==> config.mk <==
export PLATFORM = sky130hd
export DESIGN_NAME = multilevel_ready_queue_scheduler_core
export DESIGN_NICKNAME = d
export VERILOG_FILES = /design/src/hw/rtl/mlrq_pkg.sv /design/src/hw/rtl/multilevel_ready_queue_scheduler_core.sv /design/src/hw/rtl/mlrq_ctrl.sv /design/src/hw/rtl/mlrq_datapath.sv
export SDC_FILE = /design/constraint.sdc
export NUM_CORES = 1
export LEC_CHECK = 0
export BUFFER_PORTS_ARGS = -buffer_cell sky130_fd_sc_hd__buf_4
export CAP_MARGIN = 20
export CORE_ASPECT_RATIO = 2
export CORE_MARGIN = 2
export CORE_UTILIZATION = 40
export CTS_CLUSTER_DIAMETER = 100
export DETAILED_ROUTE_END_ITERATION = 10
export SLEW_MARGIN = 25
export SYNTH_ARGS = -nofsm -noshare
export SYNTH_HDL_FRONTEND = slang
export SYNTH_SLANG_ARGS = --single-unit
export TNS_END_PERCENT = 1
==> constraint.sdc <==
create_clock -name aclk -period 7.7 [get_ports aclk]
set_input_delay 1.155 -clock aclk [delete_from_list [all_inputs] [get_ports aclk]]
set_output_delay 1.155 -clock aclk [all_outputs]
set_load 0.03 [all_outputs]
==> src/hw/rtl/mlrq_pkg.sv <==
`timescale 1ns / 1ps
`default_nettype none
// ----------------------------------------------------------------------------
// mlrq_pkg
// Shared types and constants of the multilevel ready-queue scheduler.
// ----------------------------------------------------------------------------
package mlrq_pkg;

    localparam int TASK_COUNT_DEF  = 64;
    localparam int LEVEL_COUNT_DEF = 4;

    localparam int TASK_ID_W = 6;
    localparam int LEVEL_W   = 2;
    localparam int STATUS_W  = 2;
    localparam int CFG_IDX_W = 1;
    localparam int CFG_DATA_W = 6;

    // configuration register indexes
    localparam logic [CFG_IDX_W-1:0] CFG_IDLE_TASK  = 1'd0;
    localparam logic [CFG_IDX_W-1:0] CFG_USER_LEVEL = 1'd1;

    localparam logic [TASK_ID_W-1:0] IDLE_TASK_RST  = 6'd0;
    localparam logic [LEVEL_W-1:0]   USER_LEVEL_RST = 2'd3;

    typedef enum logic [1:0] {
        OP_READY  = 2'd0,
        OP_REMOVE = 2'd1,
        OP_ROTATE = 2'd2,
        OP_NOP    = 2'd3
    } op_t;

    typedef enum logic [STATUS_W-1:0] {
        ST_DONE  = 2'd0,
        ST_MISS  = 2'd1,
        ST_EMPTY = 2'd2
    } status_t;

    // link memory read address source
    typedef enum logic [1:0] {
        RD_TID  = 2'd0,
        RD_T    = 2'd1,
        RD_HEAD = 2'd2,
        RD_LINK = 2'd3
    } rd_sel_t;

    typedef enum logic [3:0] {
        S_IDLE,
        S_RDY_LINK,
        S_RDY_COMMIT,
        S_REM_LVL,
        S_REM_HEAD,
        S_WALK,
        S_UNLINK,
        S_REM_FIN,
        S_ROT_LINK,
        S_ROT_RD,
        S_ROT_FIN,
        S_PICK,
        S_DONE
    } state_t;

    typedef struct packed {
        logic    load;
        rd_sel_t rd_sel;
        logic    ready_link;
        logic    ready_commit;
        logic    pick;
        logic    rem_lvl;
        logic    rem_head;
        logic    walk_step;
        logic    unlink;
        logic    rem_fin;
        logic    rot_link;
        logic    rot_fin;
        logic    set_miss;
        logic    set_empty;
        logic    out_load;
    } cmd_t;

    typedef struct packed {
        logic tid_bad;
        logic queued_t;
        logic lvl_empty;
        logic head_is_t;
        logic link_valid;
        logic link_is_t;
        logic steps_over;
        logic choice_is_t;
        logic out_busy;
    } sts_t;

endpackage
`default_nettype wire

==> src/hw/rtl/multilevel_ready_queue_scheduler_core.sv <==
`timescale 1ns / 1ps
`default_nettype none
// ----------------------------------------------------------------------------
// multilevel_ready_queue_scheduler_core
// Priority ready-queue scheduler with one linked FIFO list per level.
// ----------------------------------------------------------------------------
// Input words carry an operation (ready, remove, rotate user level), a task
// number and a priority level; each accepted word yields one result word with
// the selected task, an idle flag and a status code. Handshake is valid/ready
// on both sides. Configuration (idle task, user level) is a plain write port.
// Each operation steps through its own sequencer states; a remove walk stops
// after TASK_COUNT list hops. The result shows in the same cycle as the core
// becomes ready again for the next word. The remove walk
// reads one link per cycle through the link memory read port. One word is in
// work at a time. The result sits in an output register: a new word is
// accepted while it waits, and when the receiver stalls the next result is
// held in the sequencer until the register frees up. Reset empties every
// level, clears all queued flags and selects the idle task; no clearing pass
// is needed.
// ----------------------------------------------------------------------------
module multilevel_ready_queue_scheduler_core #(
    parameter int TASK_COUNT  = mlrq_pkg::TASK_COUNT_DEF,
    parameter int LEVEL_COUNT = mlrq_pkg::LEVEL_COUNT_DEF
) (
    input  wire logic                             aclk,
    input  wire logic                             aresetn,
    input  wire logic                             cfg_wr_en,
    input  wire logic [mlrq_pkg::CFG_IDX_W-1:0]   cfg_index,
    input  wire logic [mlrq_pkg::CFG_DATA_W-1:0]  cfg_wr_data,
    input  wire logic                             s_valid,
    output logic                                  s_ready,
    input  wire logic [1:0]                       s_operation,
    input  wire logic [mlrq_pkg::TASK_ID_W-1:0]   s_task_id,
    input  wire logic [mlrq_pkg::LEVEL_W-1:0]     s_priority_req,
    output logic                                  m_valid,
    input  wire logic                             m_ready,
    output logic [mlrq_pkg::TASK_ID_W-1:0]        m_selected_task,
    output logic                                  m_selected_is_idle,
    output logic [mlrq_pkg::STATUS_W-1:0]         m_status
);

    mlrq_pkg::cmd_t cmd;
    mlrq_pkg::sts_t sts;

    mlrq_ctrl u_ctrl (
        .aclk        (aclk),
        .aresetn     (aresetn),
        .s_valid     (s_valid),
        .s_ready     (s_ready),
        .s_operation (s_operation),
        .sts         (sts),
        .cmd         (cmd)
    );

    mlrq_datapath #(
        .TASK_COUNT  (TASK_COUNT),
        .LEVEL_COUNT (LEVEL_COUNT)
    ) u_datapath (
        .aclk               (aclk),
        .aresetn            (aresetn),
        .cfg_wr_en          (cfg_wr_en),
        .cfg_index          (cfg_index),
        .cfg_wr_data        (cfg_wr_data),
        .s_operation        (s_operation),
        .s_task_id          (s_task_id),
        .s_priority_req     (s_priority_req),
        .m_valid            (m_valid),
        .m_ready            (m_ready),
        .m_selected_task    (m_selected_task),
        .m_selected_is_idle (m_selected_is_idle),
        .m_status           (m_status),
        .cmd                (cmd),
        .sts                (sts)
    );

endmodule
`default_nettype wire

==> src/hw/rtl/mlrq_ctrl.sv <==
`timescale 1ns / 1ps
`default_nettype none
// ----------------------------------------------------------------------------
// mlrq_ctrl
// Sequencer: steps each operation through the list datapath.
// ----------------------------------------------------------------------------
module mlrq_ctrl (
    input  wire logic            aclk,
    input  wire logic            aresetn,
    input  wire logic            s_valid,
    output logic                 s_ready,
    input  wire logic [1:0]      s_operation,
    input  wire mlrq_pkg::sts_t  sts,
    output mlrq_pkg::cmd_t       cmd
);

    mlrq_pkg::state_t state_reg, state_next;

    // state register
    always_ff @(posedge aclk) begin
        if (!aresetn) begin
            state_reg <= mlrq_pkg::S_IDLE;
        end else begin
            state_reg <= state_next;
        end
    end

    // next state and commands
    always_comb begin
        state_next = state_reg;
        cmd        = '0;
        cmd.rd_sel = mlrq_pkg::RD_T;
        s_ready    = 1'b0;
        unique case (state_reg)
            mlrq_pkg::S_IDLE: begin
                s_ready    = 1'b1;
                cmd.rd_sel = mlrq_pkg::RD_TID;
                if (s_valid) begin
                    cmd.load = 1'b1;
                    unique case (mlrq_pkg::op_t'(s_operation))
                        mlrq_pkg::OP_READY: begin
                            cmd.set_miss = sts.tid_bad;
                            state_next = sts.tid_bad ? mlrq_pkg::S_DONE
                                                     : mlrq_pkg::S_RDY_LINK;
                        end
                        mlrq_pkg::OP_REMOVE: begin
                            cmd.set_miss = sts.tid_bad;
                            state_next = sts.tid_bad ? mlrq_pkg::S_DONE
                                                     : mlrq_pkg::S_REM_LVL;
                        end
                        mlrq_pkg::OP_ROTATE: state_next = mlrq_pkg::S_ROT_LINK;
                        default:             state_next = mlrq_pkg::S_DONE;
                    endcase
                end
            end
            mlrq_pkg::S_RDY_LINK: begin
                if (sts.queued_t) begin
                    cmd.set_miss = 1'b1;
                    state_next   = mlrq_pkg::S_DONE;
                end else begin
                    cmd.ready_link = 1'b1;
                    state_next     = mlrq_pkg::S_RDY_COMMIT;
                end
            end
            mlrq_pkg::S_RDY_COMMIT: begin
                cmd.ready_commit = 1'b1;
                state_next       = mlrq_pkg::S_PICK;
            end
            mlrq_pkg::S_REM_LVL: begin
                cmd.rem_lvl = 1'b1;
                if (sts.lvl_empty) begin
                    cmd.set_empty = 1'b1;
                    state_next    = mlrq_pkg::S_DONE;
                end else if (sts.head_is_t) begin
                    cmd.rd_sel = mlrq_pkg::RD_T;
                    state_next = mlrq_pkg::S_REM_HEAD;
                end else begin
                    cmd.rd_sel = mlrq_pkg::RD_HEAD;
                    state_next = mlrq_pkg::S_WALK;
                end
            end
            mlrq_pkg::S_REM_HEAD: begin
                cmd.rem_head = 1'b1;
                state_next   = mlrq_pkg::S_REM_FIN;
            end
            // one list hop per cycle
            mlrq_pkg::S_WALK: begin
                if (sts.steps_over || !sts.link_valid) begin
                    cmd.set_miss = 1'b1;
                    state_next   = mlrq_pkg::S_DONE;
                end else if (sts.link_is_t) begin
                    cmd.rd_sel = mlrq_pkg::RD_T;
                    state_next = mlrq_pkg::S_UNLINK;
                end else begin
                    cmd.rd_sel    = mlrq_pkg::RD_LINK;
                    cmd.walk_step = 1'b1;
                end
            end
            mlrq_pkg::S_UNLINK: begin
                cmd.unlink = 1'b1;
                state_next = mlrq_pkg::S_REM_FIN;
            end
            mlrq_pkg::S_REM_FIN: begin
                cmd.rem_fin = 1'b1;
                state_next  = sts.choice_is_t ? mlrq_pkg::S_PICK : mlrq_pkg::S_DONE;
            end
            mlrq_pkg::S_ROT_LINK: begin
                if (sts.lvl_empty) begin
                    cmd.set_empty = 1'b1;
                    state_next    = mlrq_pkg::S_DONE;
                end else begin
                    cmd.rot_link = 1'b1;
                    state_next   = mlrq_pkg::S_ROT_RD;
                end
            end
            mlrq_pkg::S_ROT_RD: begin
                cmd.rd_sel = mlrq_pkg::RD_HEAD;
                state_next = mlrq_pkg::S_ROT_FIN;
            end
            mlrq_pkg::S_ROT_FIN: begin
                cmd.rot_fin = 1'b1;
                state_next  = mlrq_pkg::S_PICK;
            end
            mlrq_pkg::S_PICK: begin
                cmd.pick   = 1'b1;
                state_next = mlrq_pkg::S_DONE;
            end
            mlrq_pkg::S_DONE: begin
                if (!sts.out_busy) begin
                    cmd.out_load = 1'b1;
                    state_next   = mlrq_pkg::S_IDLE;
                end
            end
            default: state_next = mlrq_pkg::S_IDLE;
        endcase
    end

    // assertions
    a_load_idle: assert property (@(posedge aclk) disable iff (!aresetn)
        cmd.load |-> state_reg == mlrq_pkg::S_IDLE && s_valid)
        else $error("load outside idle");
    a_out_free: assert property (@(posedge aclk) disable iff (!aresetn)
        cmd.out_load |-> !sts.out_busy)
        else $error("result overwritten while stalled");
    a_walk_stop: assert property (@(posedge aclk) disable iff (!aresetn)
        state_reg == mlrq_pkg::S_WALK && sts.steps_over |=>
            state_reg == mlrq_pkg::S_DONE)
        else $error("walk ran past task count");

endmodule
`default_nettype wire

==> src/hw/rtl/mlrq_datapath.sv <==
`timescale 1ns / 1ps
`default_nettype none
// ----------------------------------------------------------------------------
// mlrq_datapath
// Level lists, link and level memories, selection and result register.
// ----------------------------------------------------------------------------
module mlrq_datapath #(
    parameter int TASK_COUNT  = mlrq_pkg::TASK_COUNT_DEF,
    parameter int LEVEL_COUNT = mlrq_pkg::LEVEL_COUNT_DEF
) (
    input  wire logic                              aclk,
    input  wire logic                              aresetn,
    input  wire logic                              cfg_wr_en,
    input  wire logic [mlrq_pkg::CFG_IDX_W-1:0]    cfg_index,
    input  wire logic [mlrq_pkg::CFG_DATA_W-1:0]   cfg_wr_data,
    input  wire logic [1:0]                        s_operation,
    input  wire logic [mlrq_pkg::TASK_ID_W-1:0]    s_task_id,
    input  wire logic [mlrq_pkg::LEVEL_W-1:0]      s_priority_req,
    output logic                                   m_valid,
    input  wire logic                              m_ready,
    output logic [mlrq_pkg::TASK_ID_W-1:0]         m_selected_task,
    output logic                                   m_selected_is_idle,
    output logic [mlrq_pkg::STATUS_W-1:0]          m_status,
    input  wire mlrq_pkg::cmd_t                    cmd,
    output mlrq_pkg::sts_t                         sts
);

    localparam int TW = $clog2(TASK_COUNT);
    localparam int LW = (LEVEL_COUNT > 1) ? $clog2(LEVEL_COUNT) : 1;
    localparam int CW = $clog2(TASK_COUNT + 1);

    function automatic logic [LW-1:0] clamp_level(input logic [mlrq_pkg::LEVEL_W-1:0] v);
        if (int'(v) >= LEVEL_COUNT) begin
            return LW'(LEVEL_COUNT - 1);
        end
        return LW'(v);
    endfunction

    // configuration
    logic [mlrq_pkg::TASK_ID_W-1:0] idle_task_reg;
    logic [mlrq_pkg::LEVEL_W-1:0]   user_level_reg;

    always_ff @(posedge aclk) begin
        if (!aresetn) begin
            idle_task_reg  <= mlrq_pkg::IDLE_TASK_RST;
            user_level_reg <= mlrq_pkg::USER_LEVEL_RST;
        end else if (cfg_wr_en) begin
            if (cfg_index == mlrq_pkg::CFG_IDLE_TASK) begin
                idle_task_reg <= cfg_wr_data[mlrq_pkg::TASK_ID_W-1:0];
            end
            if (cfg_index == mlrq_pkg::CFG_USER_LEVEL) begin
                user_level_reg <= cfg_wr_data[mlrq_pkg::LEVEL_W-1:0];
            end
        end
    end

    // list state
    logic [TW-1:0]          head_reg [LEVEL_COUNT];
    logic [TW-1:0]          tail_reg [LEVEL_COUNT];
    logic [LEVEL_COUNT-1:0] nonempty_reg;
    logic [TASK_COUNT-1:0]  queued_reg;
    logic [TW-1:0]          choice_reg;
    logic                   choice_idle_reg;

    // working registers
    logic [TW-1:0]                  t_reg;
    logic [LW-1:0]                  lvl_reg;
    logic [TW-1:0]                  x_reg;
    logic [CW-1:0]                  steps_reg;
    logic [mlrq_pkg::STATUS_W-1:0]  status_reg;

    // memories
    logic [TW:0]   link_mem [TASK_COUNT];
    logic [LW-1:0] tlvl_mem [TASK_COUNT];
    logic [TW:0]   link_rd_reg;
    logic [LW-1:0] tlvl_rd_reg;

    logic [LW-1:0] lvl_cur;
    logic [TW-1:0] rd_addr;
    logic          wr_en;
    logic [TW-1:0] wr_addr;
    logic [TW:0]   wr_data;
    logic [TW-1:0] link_id;
    logic          link_valid;
    logic [LW-1:0] pick_idx;
    logic          pick_any;

    assign lvl_cur    = cmd.rem_lvl ? tlvl_rd_reg : lvl_reg;
    assign link_id    = link_rd_reg[TW-1:0];
    assign link_valid = link_rd_reg[TW];

    // read address select
    always_comb begin
        unique case (cmd.rd_sel)
            mlrq_pkg::RD_TID:  rd_addr = TW'(s_task_id);
            mlrq_pkg::RD_T:    rd_addr = t_reg;
            mlrq_pkg::RD_HEAD: rd_addr = head_reg[lvl_cur];
            mlrq_pkg::RD_LINK: rd_addr = link_id;
            default:           rd_addr = t_reg;
        endcase
    end

    // link write select
    always_comb begin
        wr_en   = 1'b0;
        wr_addr = t_reg;
        wr_data = '0;
        priority if (cmd.ready_link) begin
            wr_en   = nonempty_reg[lvl_reg];
            wr_addr = tail_reg[lvl_reg];
            wr_data = {1'b1, t_reg};
        end else if (cmd.ready_commit) begin
            wr_en   = 1'b1;
            wr_addr = t_reg;
        end else if (cmd.unlink) begin
            wr_en   = 1'b1;
            wr_addr = x_reg;
            wr_data = link_rd_reg;
        end else if (cmd.rot_link) begin
            wr_en   = 1'b1;
            wr_addr = tail_reg[lvl_reg];
            wr_data = {1'b1, head_reg[lvl_reg]};
        end else if (cmd.rot_fin) begin
            wr_en   = 1'b1;
            wr_addr = head_reg[lvl_reg];
        end
    end

    always_ff @(posedge aclk) begin
        if (wr_en) begin
            link_mem[wr_addr] <= wr_data;
        end
        if (cmd.ready_commit) begin
            tlvl_mem[t_reg] <= lvl_reg;
        end
        link_rd_reg <= link_mem[rd_addr];
        tlvl_rd_reg <= tlvl_mem[rd_addr];
    end

    // lowest-numbered non-empty level
    always_comb begin
        pick_idx = '0;
        pick_any = 1'b0;
        for (int i = LEVEL_COUNT - 1; i >= 0; i--) begin
            if (nonempty_reg[i]) begin
                pick_idx = LW'(i);
                pick_any = 1'b1;
            end
        end
    end

    // working registers
    always_ff @(posedge aclk) begin
        if (cmd.load) begin
            t_reg   <= TW'(s_task_id);
            lvl_reg <= (mlrq_pkg::op_t'(s_operation) == mlrq_pkg::OP_READY)
                       ? clamp_level(s_priority_req) : clamp_level(user_level_reg);
        end
        if (cmd.rem_lvl) begin
            lvl_reg   <= lvl_cur;
            x_reg     <= head_reg[lvl_cur];
            steps_reg <= '0;
        end
        if (cmd.walk_step) begin
            x_reg     <= link_id;
            steps_reg <= steps_reg + CW'(1);
        end
        if (cmd.load) begin
            status_reg <= mlrq_pkg::ST_DONE;
        end
        if (cmd.set_miss) begin
            status_reg <= mlrq_pkg::ST_MISS;
        end
        if (cmd.set_empty) begin
            status_reg <= mlrq_pkg::ST_EMPTY;
        end
    end

    // level lists and selection
    always_ff @(posedge aclk) begin
        if (!aresetn) begin
            nonempty_reg    <= '0;
            queued_reg      <= '0;
            choice_reg      <= '0;
            choice_idle_reg <= 1'b1;
            for (int i = 0; i < LEVEL_COUNT; i++) begin
                head_reg[i] <= '0;
                tail_reg[i] <= '0;
            end
        end else begin
            if (cmd.ready_commit) begin
                if (!nonempty_reg[lvl_reg]) begin
                    head_reg[lvl_reg] <= t_reg;
                end
                nonempty_reg[lvl_reg] <= 1'b1;
                tail_reg[lvl_reg]     <= t_reg;
                queued_reg[t_reg]     <= 1'b1;
            end
            if (cmd.rem_head) begin
                if (link_valid) begin
                    head_reg[lvl_reg] <= link_id;
                end else begin
                    nonempty_reg[lvl_reg] <= 1'b0;
                end
            end
            if (cmd.unlink && tail_reg[lvl_reg] == t_reg) begin
                tail_reg[lvl_reg] <= x_reg;
            end
            if (cmd.rem_fin) begin
                queued_reg[t_reg] <= 1'b0;
            end
            if (cmd.rot_fin) begin
                head_reg[lvl_reg] <= link_id;
                tail_reg[lvl_reg] <= head_reg[lvl_reg];
            end
            if (cmd.pick) begin
                choice_reg      <= pick_any ? head_reg[pick_idx] : '0;
                choice_idle_reg <= !pick_any;
            end
        end
    end

    // result register
    always_ff @(posedge aclk) begin
        if (!aresetn) begin
            m_valid <= 1'b0;
        end else if (cmd.out_load) begin
            m_valid <= 1'b1;
        end else if (m_ready) begin
            m_valid <= 1'b0;
        end
    end

    always_ff @(posedge aclk) begin
        if (cmd.out_load) begin
            m_selected_task    <= choice_idle_reg ? idle_task_reg
                                                  : mlrq_pkg::TASK_ID_W'(choice_reg);
            m_selected_is_idle <= choice_idle_reg;
            m_status           <= status_reg;
        end
    end

    // status to sequencer
    always_comb begin
        sts.tid_bad     = int'(s_task_id) >= TASK_COUNT;
        sts.queued_t    = queued_reg[t_reg];
        sts.lvl_empty   = !nonempty_reg[lvl_cur];
        sts.head_is_t   = head_reg[lvl_cur] == t_reg;
        sts.link_valid  = link_valid;
        sts.link_is_t   = link_id == t_reg;
        sts.steps_over  = steps_reg >= CW'(TASK_COUNT);
        sts.choice_is_t = !choice_idle_reg && choice_reg == t_reg;
        sts.out_busy    = m_valid && !m_ready;
    end

    // assertions
    a_pick_idle: assert property (@(posedge aclk) disable iff (!aresetn)
        cmd.pick |=> choice_idle_reg == (nonempty_reg == '0))
        else $error("idle flag disagrees with level state");
    a_commit_queued: assert property (@(posedge aclk) disable iff (!aresetn)
        cmd.ready_commit |=> queued_reg[$past(t_reg)])
        else $error("ready did not mark task queued");
    a_steps_bound: assert property (@(posedge aclk) disable iff (!aresetn)
        cmd.walk_step |-> steps_reg < CW'(TASK_COUNT))
        else $error("walk step past bound");

endmodule
`default_nettype wire

# Word-level counts from Yosys, hierarchy flattened
# Memories as Yosys holds them, arrays and structs flattened. A register that Yosys moved wholly into a read port is not among the register bits.
# Cells that the tools add are included.
[word_totals] regBits=120 ram_bits=624 inputBits=22 out_inout_bits=11 elab_cells=213 mem_count=4
[classes] n_addsub=1 order_cmp=6 eq_ne=24 n_mux=126 n_bitwise=11 n_reduce_logical=25
[mem_list] name="u_datapath.link_mem" words=64 width=7 rd=1 rd_ports_with_merged_regs=1 wr=1 line="mlrq_datapath.sv:73" rtl="logic [TW:0] link_mem [TASK_COUNT];"
[mem_list] name="u_datapath.tlvl_mem" words=64 width=2 rd=1 rd_ports_with_merged_regs=1 wr=1 line="mlrq_datapath.sv:74" rtl="logic [LW-1:0] tlvl_mem [TASK_COUNT];"
[mem_list] name="u_datapath.head_reg" words=4 width=6 rd=3 rd_ports_with_merged_regs=1 wr=4 line="mlrq_datapath.sv:58" rtl="logic [TW-1:0] head_reg [LEVEL_COUNT];"
[mem_list] name="u_datapath.tail_reg" words=4 width=6 rd=1 rd_ports_with_merged_regs=1 wr=4 line="mlrq_datapath.sv:59" rtl="logic [TW-1:0] tail_reg [LEVEL_COUNT];"
[ops] cell="$mux W64" n=3
[ops] cell="$mux W6" n=15
[ops] cell="$and A64 B64 Y64" n=1
[ops] cell="$not A64 Y64" n=1
[ops] cell="$or A64 B64 Y64" n=1
[ops] cell="$mux W1" n=62
[ops] cell="$pmux W4 S11" n=1
[ops] cell="$mux W7" n=6
[ops] cell="$mux W4" n=10
[ops] cell="$mux W2" n=18
[ops] cell="$eq A6 B6 Y1" n=4
[ops] cell="$pmux W6 S4" n=1
[ops] cell="$eq A4 B4 Y1 const B" n=5
[ops] cell="$eq A4 B3 Y1 const B" n=4
[ops] cell="$pmux W4 S3" n=1
[ops] cell="$reduce_or A6 Y1" n=2
[ops] cell="$eq A4 B2 Y1 const B" n=2
[ops] cell="$pmux W2 S4" n=1
[ops] cell="$reduce_bool A2 Y1" n=4
[ops] cell="$add A7 B1 Y7 const B" n=1
[ops] cell="$ge A7 B7 Y1 const B" n=1
[ops] cell="$lt A6 B7 Y1 const B" n=1
[ops] cell="$bmux W1 S6" n=1
[ops] cell="$demux W1 S6" n=1
[ops] cell="other kinds (25)" n=46

# Depth between registers and ports, before layout
[depth] word_depth=13 depth_mapped=18

# Modules after synthesis
# From an unflattened synthesis, not the netlist that was laid out.
[hier_totals] hier_cells=2574 area_unflattened_um2=32381.1
[by_module_without_submodules] module="mlrq_datapath" instances=1 cells_per_inst=2488 area_each_um2=31779.2 seq_area_each_um2=21580.7
[by_module_without_submodules] module="mlrq_ctrl" instances=1 cells_per_inst=86 area_each_um2=601.8 seq_area_each_um2=80.1

# Worst setup path after synthesis
# Ideal clock, no wire load.
[synth_timing] path_kind="register to register" from="register u_datapath.lvl_reg[1]" to="register u_datapath.link_rd_reg[0] (read register of u_datapath.link_mem)" arrival_time_ns=4.295 setup_slack_ns=3.285 path_stages_with_launch=15 synth_period_minus_slack_ns=4.415 cell_sequence="edfxtp_1 clkbuf_1 mux2_2 mux4_2 xnor2_1 and4_1 buf_4 a311oi_1 a211o_1 buf_2 buf_2 clkbuf_1 mux2i_1 o2111ai_1 a211o_1"
[synth_via] elab_chain_len=8 word_cells_on_any_way=13 classes_between="eq/ne: 4; mux: 7; reduce/logical: 1; memory: 1"
[synth_rtl] item="from (decl)" line="mlrq_datapath.sv:67" rtl="logic [LW-1:0] lvl_reg;"
[synth_rtl] item="from (signal assigned)" line="mlrq_datapath.sv:156" rtl="lvl_reg <= (mlrq_pkg::op_t'(s_operation) == mlrq_pkg::OP_READY)"
[synth_rtl] item="from (signal assigned)" line="mlrq_datapath.sv:160" rtl="lvl_reg <= lvl_cur;"
[synth_rtl] item="$mux W2 (*)" line="mlrq_datapath.sv:88" rtl="assign lvl_cur = cmd.rem_lvl ? tlvl_rd_reg : lvl_reg;"
[synth_rtl] item="$mem_v2 Z4 W6"
[synth_rtl] item="$eq A6 B6 Y1" line="mlrq_datapath.sv:248" rtl="sts.head_is_t = head_reg[lvl_cur] == t_reg;"
[synth_rtl] item="$mux W2" line="mlrq_ctrl.sv:74" rtl="end else if (sts.head_is_t) begin"
[synth_rtl] item="$mux W2" line="mlrq_ctrl.sv:71" rtl="if (sts.lvl_empty) begin"
[synth_rtl] item="$pmux W2 S4" line="mlrq_ctrl.sv:34" rtl="unique case (state_reg)"
[synth_rtl] item="$eq A2 B2 Y1 (tied with other cells)" line="mlrq_datapath.sv:94" rtl="unique case (cmd.rd_sel)"
[synth_rtl] item="$pmux W6 S4 (*)" line="mlrq_datapath.sv:94"
[synth_rtl] item="to (decl)" line="mlrq_datapath.sv:75" rtl="logic [TW:0] link_rd_reg;"
# Every way passes the cells marked *; elsewhere a longest branch is shown, timed or not. The select of a mux whose other input is x is not followed.
# A chain may end at the register's enable or synchronous reset.

# Worst setup path in the final report
[layout_timing] from="register u_ctrl.state_reg[0]" to="register u_datapath.link_rd_reg[5] (read register of u_datapath.link_mem)"
[layout_via] elab_chain_len=10 word_cells_on_any_way=18 classes_between="eq/ne: 7; mux: 8; reduce/logical: 2; memory: 1"
[layout_rtl] item="from (decl)" line="mlrq_ctrl.sv:17" rtl="mlrq_pkg::state_t state_reg, state_next;"
[layout_rtl] item="from (signal assigned)" line="mlrq_ctrl.sv:22" rtl="state_reg <= mlrq_pkg::S_IDLE;"
[layout_rtl] item="from (signal assigned)" line="mlrq_ctrl.sv:24" rtl="state_reg <= state_next;"
[layout_rtl] item="$eq A4 B2 Y1" line="mlrq_ctrl.sv:34"
[layout_rtl] item="$mux W1" line="mlrq_ctrl.sv:34"
[layout_rtl] item="$mux W2" line="mlrq_datapath.sv:88"
[layout_rtl] item="$mem_v2 Z4 W6"
[layout_rtl] item="$eq A6 B6 Y1" line="mlrq_datapath.sv:248"
[layout_rtl] item="$mux W2" line="mlrq_ctrl.sv:74"
[layout_rtl] item="$mux W2" line="mlrq_ctrl.sv:71"
[layout_rtl] item="$pmux W2 S4" line="mlrq_ctrl.sv:34"
[layout_rtl] item="$eq A2 B2 Y1 (tied with other cells)" line="mlrq_datapath.sv:94"
[layout_rtl] item="$pmux W6 S4 (*)" line="mlrq_datapath.sv:94"
# Marks and branches as above.

==> impl_metrics.py <==
metrics = {
    "route": {
        "drt_iter0_markers": 2079,
        "avgViaCountPerCell": 5.89,
        "ant_nets": 0,
        "drtPass1Iterations": 6,
        "wl_per_cell_um": 27.1,
        "vias": 21591,
        "drt_wl_total_um": 99500,
        "drc": 0,
    },
    "timing": {
        "min_period_ns": 6.18,
        "fin_tns_setup_ns": 0,
        "rsz0062_at_grt": "false",
        "setup_viol": 0,
        "fin_worst_skew_ns": 0.0464,
        "timing.final.hold_violations": 0,
        "slew_headroom": 0.270,
        "layout_setup_ws_ns": 1.52,
        "max_freq_mhz": 162,
        "tightest_slew_ns": 1.09,
        "finalCritPeriodShare": 0.803,
        "drv_slew": 0,
    },
    "critical_path": {
        "crit_fanout": 22,
        "regToRegStartpoint": "u_ctrl.state_reg[0]",
        "crit_path_end": "u_datapath.link_rd_reg[5]",
        "r2r.worst_path.cells": 12,
        "cp-startpoint": "u_ctrl.state_reg[0]",
        "r2r-end": "u_datapath.link_rd_reg[5]",
        "arrival_ns": 6.67,
        "path_class": "reg -> reg",
        "rrSetupSlack_ns": 1.52,
        "start_kind": "flip-flop",
        "cp_data_required_time_ns": 8.19,
        "setup.worst_path.end_class": "flip-flop",
    },
    "clock_tree": {
        "cts.sinks": 755,
        "clk_pin_slew_ns": 0.07,
        "cts_buffer_depth": 3,
        "cts_tree": "yes",
        "cts.repair.resized": 0,
        "cts_buffers": 67,
        "cts_max_level": 3,
        "clkLatencyLatePin_ns": 0.65,
        "clock-root-buffer": "clkbuf_16",
        "post-cts-setup-buffers": 0,
        "cts_hold_buf": 0,
    },
    "hold_path": {
        "holdCritPathClass": "reg -> reg",
    },
    "synth": {
        "synth_area_sq_um": 32700,
        "netlist.area_leader.share": 0.600,
        "dominantRegCellSynth": "edfxtp_1",
        "synth_nets": 2588,
        "ys_warn_count": 0,
        "syn_inst": 2565,
        "synth-edff-count": 654,
        "avgSynthCellArea_sq_um": 12.8,
        "async_reset_ff_frac": 0,
        "synth_area_leaders": "edfxtp_1 60%, mux2i_1 6.7%, dfxtp_1 6.2%",
        "seq_area_frac_synth": 0.662,
        "synth_top_cell_by_area": "edfxtp_1",
        "yosysUniqueCellTypes": 73,
        "synth-seq-cells": 755,
    },
    "placed_design": {
        "place_ws_ns": 1.68,
        "gp_congestion": 0.970,
        "io_buffers": 32,
        "dp_hpwl_um": 69600,
    },
    "pwr": {
        "switchingPower_mw": 6.11,
        "ir_worst_vdd_mv": 0.532,
        "power_per_cell_area_nw_per_um2": 405,
        "p_clk_frac": 0.238,
        "combPwrFrac": 0.419,
        "p_int_mw": 8.64,
        "seqPwrFrac": 0.343,
        "netSwitchingFraction": 0.414,
        "leakagePower_nw": 12.6,
    },
    "floorplanning": {
        "dieArea_sq_um": 84200,
        "row_count": 148,
        "initial_core_util": 0.403,
        "core-area_sq_um": 81100,
        "io_pins": 33,
        "die_w_um": 206,
        "die_h_um": 408,
    },
    "grt": {
        "grt_antenna_before_repair": 0,
        "grt_max_degree": 118,
        "grt_overflow": 0,
        "grt_util_all_layers": 0.239,
        "grt_pass1_wl_um": 146000,
        "grt_pass1_vias": 22005,
    },
    "layout": {
        "largest_reg_flops": 448,
        "final_nets": 2586,
        "syn2layout_area_growth_pct": 11.4,
        "drive_gt1_frac": 0.129,
        "antenna_cells": 0,
        "layout_common_cells": "654 x edfxtp_1, 416 x nand2_1, 227 x nor2_1",
        "mostFrequentLayoutCell": "edfxtp_1",
    },
    "run_status": {
        "outcome": "finished, final reports clean",
    },
    "run": {
        "maxCapViolCount": 0,
    },
}
cells in the mapped netlist, types with 12 or more instances:
library cell and number:
a211oi_1 13, a21oi_1 58, a22oi_1 27, a31oi_1 26
and3_1 19, buf_1 18, buf_2 41, clkbuf_1 93
dfxtp_1 101, edfxtp_1 654, inv_1 17, mux2_2 14
mux2i_1 219, mux4_2 28, nand2_1 417, nand3_1 220
nand4_1 12, nor2_1 230, nor2b_1 34, nor3_1 19
o21ai_0 32, o221a_2 64, xnor2_1 20
critical path, stage by stage (launching register included):
cell and delay, ns:
dfxtp_1 0.77, nand4bb_1 0.57, mux2_4 0.52, mux4_2 0.50, xnor2_1 0.17, and4_1 0.32, a21oi_1 0.53, nor2_1 0.31
nor2_1 0.90, nand2_1 0.58, o31ai_1 0.38, or4_1 0.32, o2111ai_1 0.16
power by group through the flow:
| stage | clock [mW] | combinational [mW] | sequential (mW) |
|---|---|---|---|
| after floorplan | 0 | 3.87 | 5.02 |
| after global placement | 0 | 6.08 | 5.13 |
| after detailed placement | 0 | 6.12 | 5.13 |
| after CTS | 3.55 | 6.13 | 5.04 |
| after global routing | 3.70 | 6.51 | 5.06 |
| final | 3.51 | 6.19 | 5.06 |
cell families after synthesis:
family,share of synthesized area
xor+xnor,0.00750
fa+ha+maj,0.000382
flops,0.662
simple gates,0.137
mux,0.0916
compound gates,0.0795
buf+inv,0.0220
worst min path at each step:
stage                                     from  slack [ns]  cells past startpoint                            end
finish                u_datapath.status_reg[1]        0.44                      0         u_datapath.m_status[1]
global route          u_datapath.status_reg[1]        0.45                      0         u_datapath.m_status[1]
CTS                   u_datapath.status_reg[1]        0.44                      0         u_datapath.m_status[1]
detailed placement    u_datapath.status_reg[1]        0.42                      0         u_datapath.m_status[1]
global placement      u_datapath.status_reg[1]        0.43                      0         u_datapath.m_status[1]
floorplan           u_datapath.choice_idle_reg        0.41                      0  u_datapath.m_selected_is_idle
routing by layer:
metal	routed length [um]	GRT usage	vias up
met5	0	0	-
met4	8990	0.187	0
met3	5100	0.0351	304
met2	52900	0.431	925
met1	32500	0.242	10713
li1	-	-	9649
final cells by class:
class,instances,area (sq um)
sequential,755,21700
multi-input combinational,1636,10400
clock inverter,36,394
tap,1050,1310
clock buffer,87,1890
fill,7304,44700
inverter,18,67.6
timing repair buffer,85,688
metrics by stage:
stage	util	hold slack [ns]	power (mW)	cell area (sq um)	instances
after detailed placement	0.421	0.424	11.2	34100	3543
after floorplan	-	0.406	8.89	32700	2565
after global placement	0.421	0.431	11.2	34100	3543
after global routing	0.449	0.450	15.3	36400	3667
final	0.449	0.440	14.8	36400	3667
after CTS	0.449	0.439	14.7	36400	3666
No activity file was read; power rests on OpenSTA's default activity.
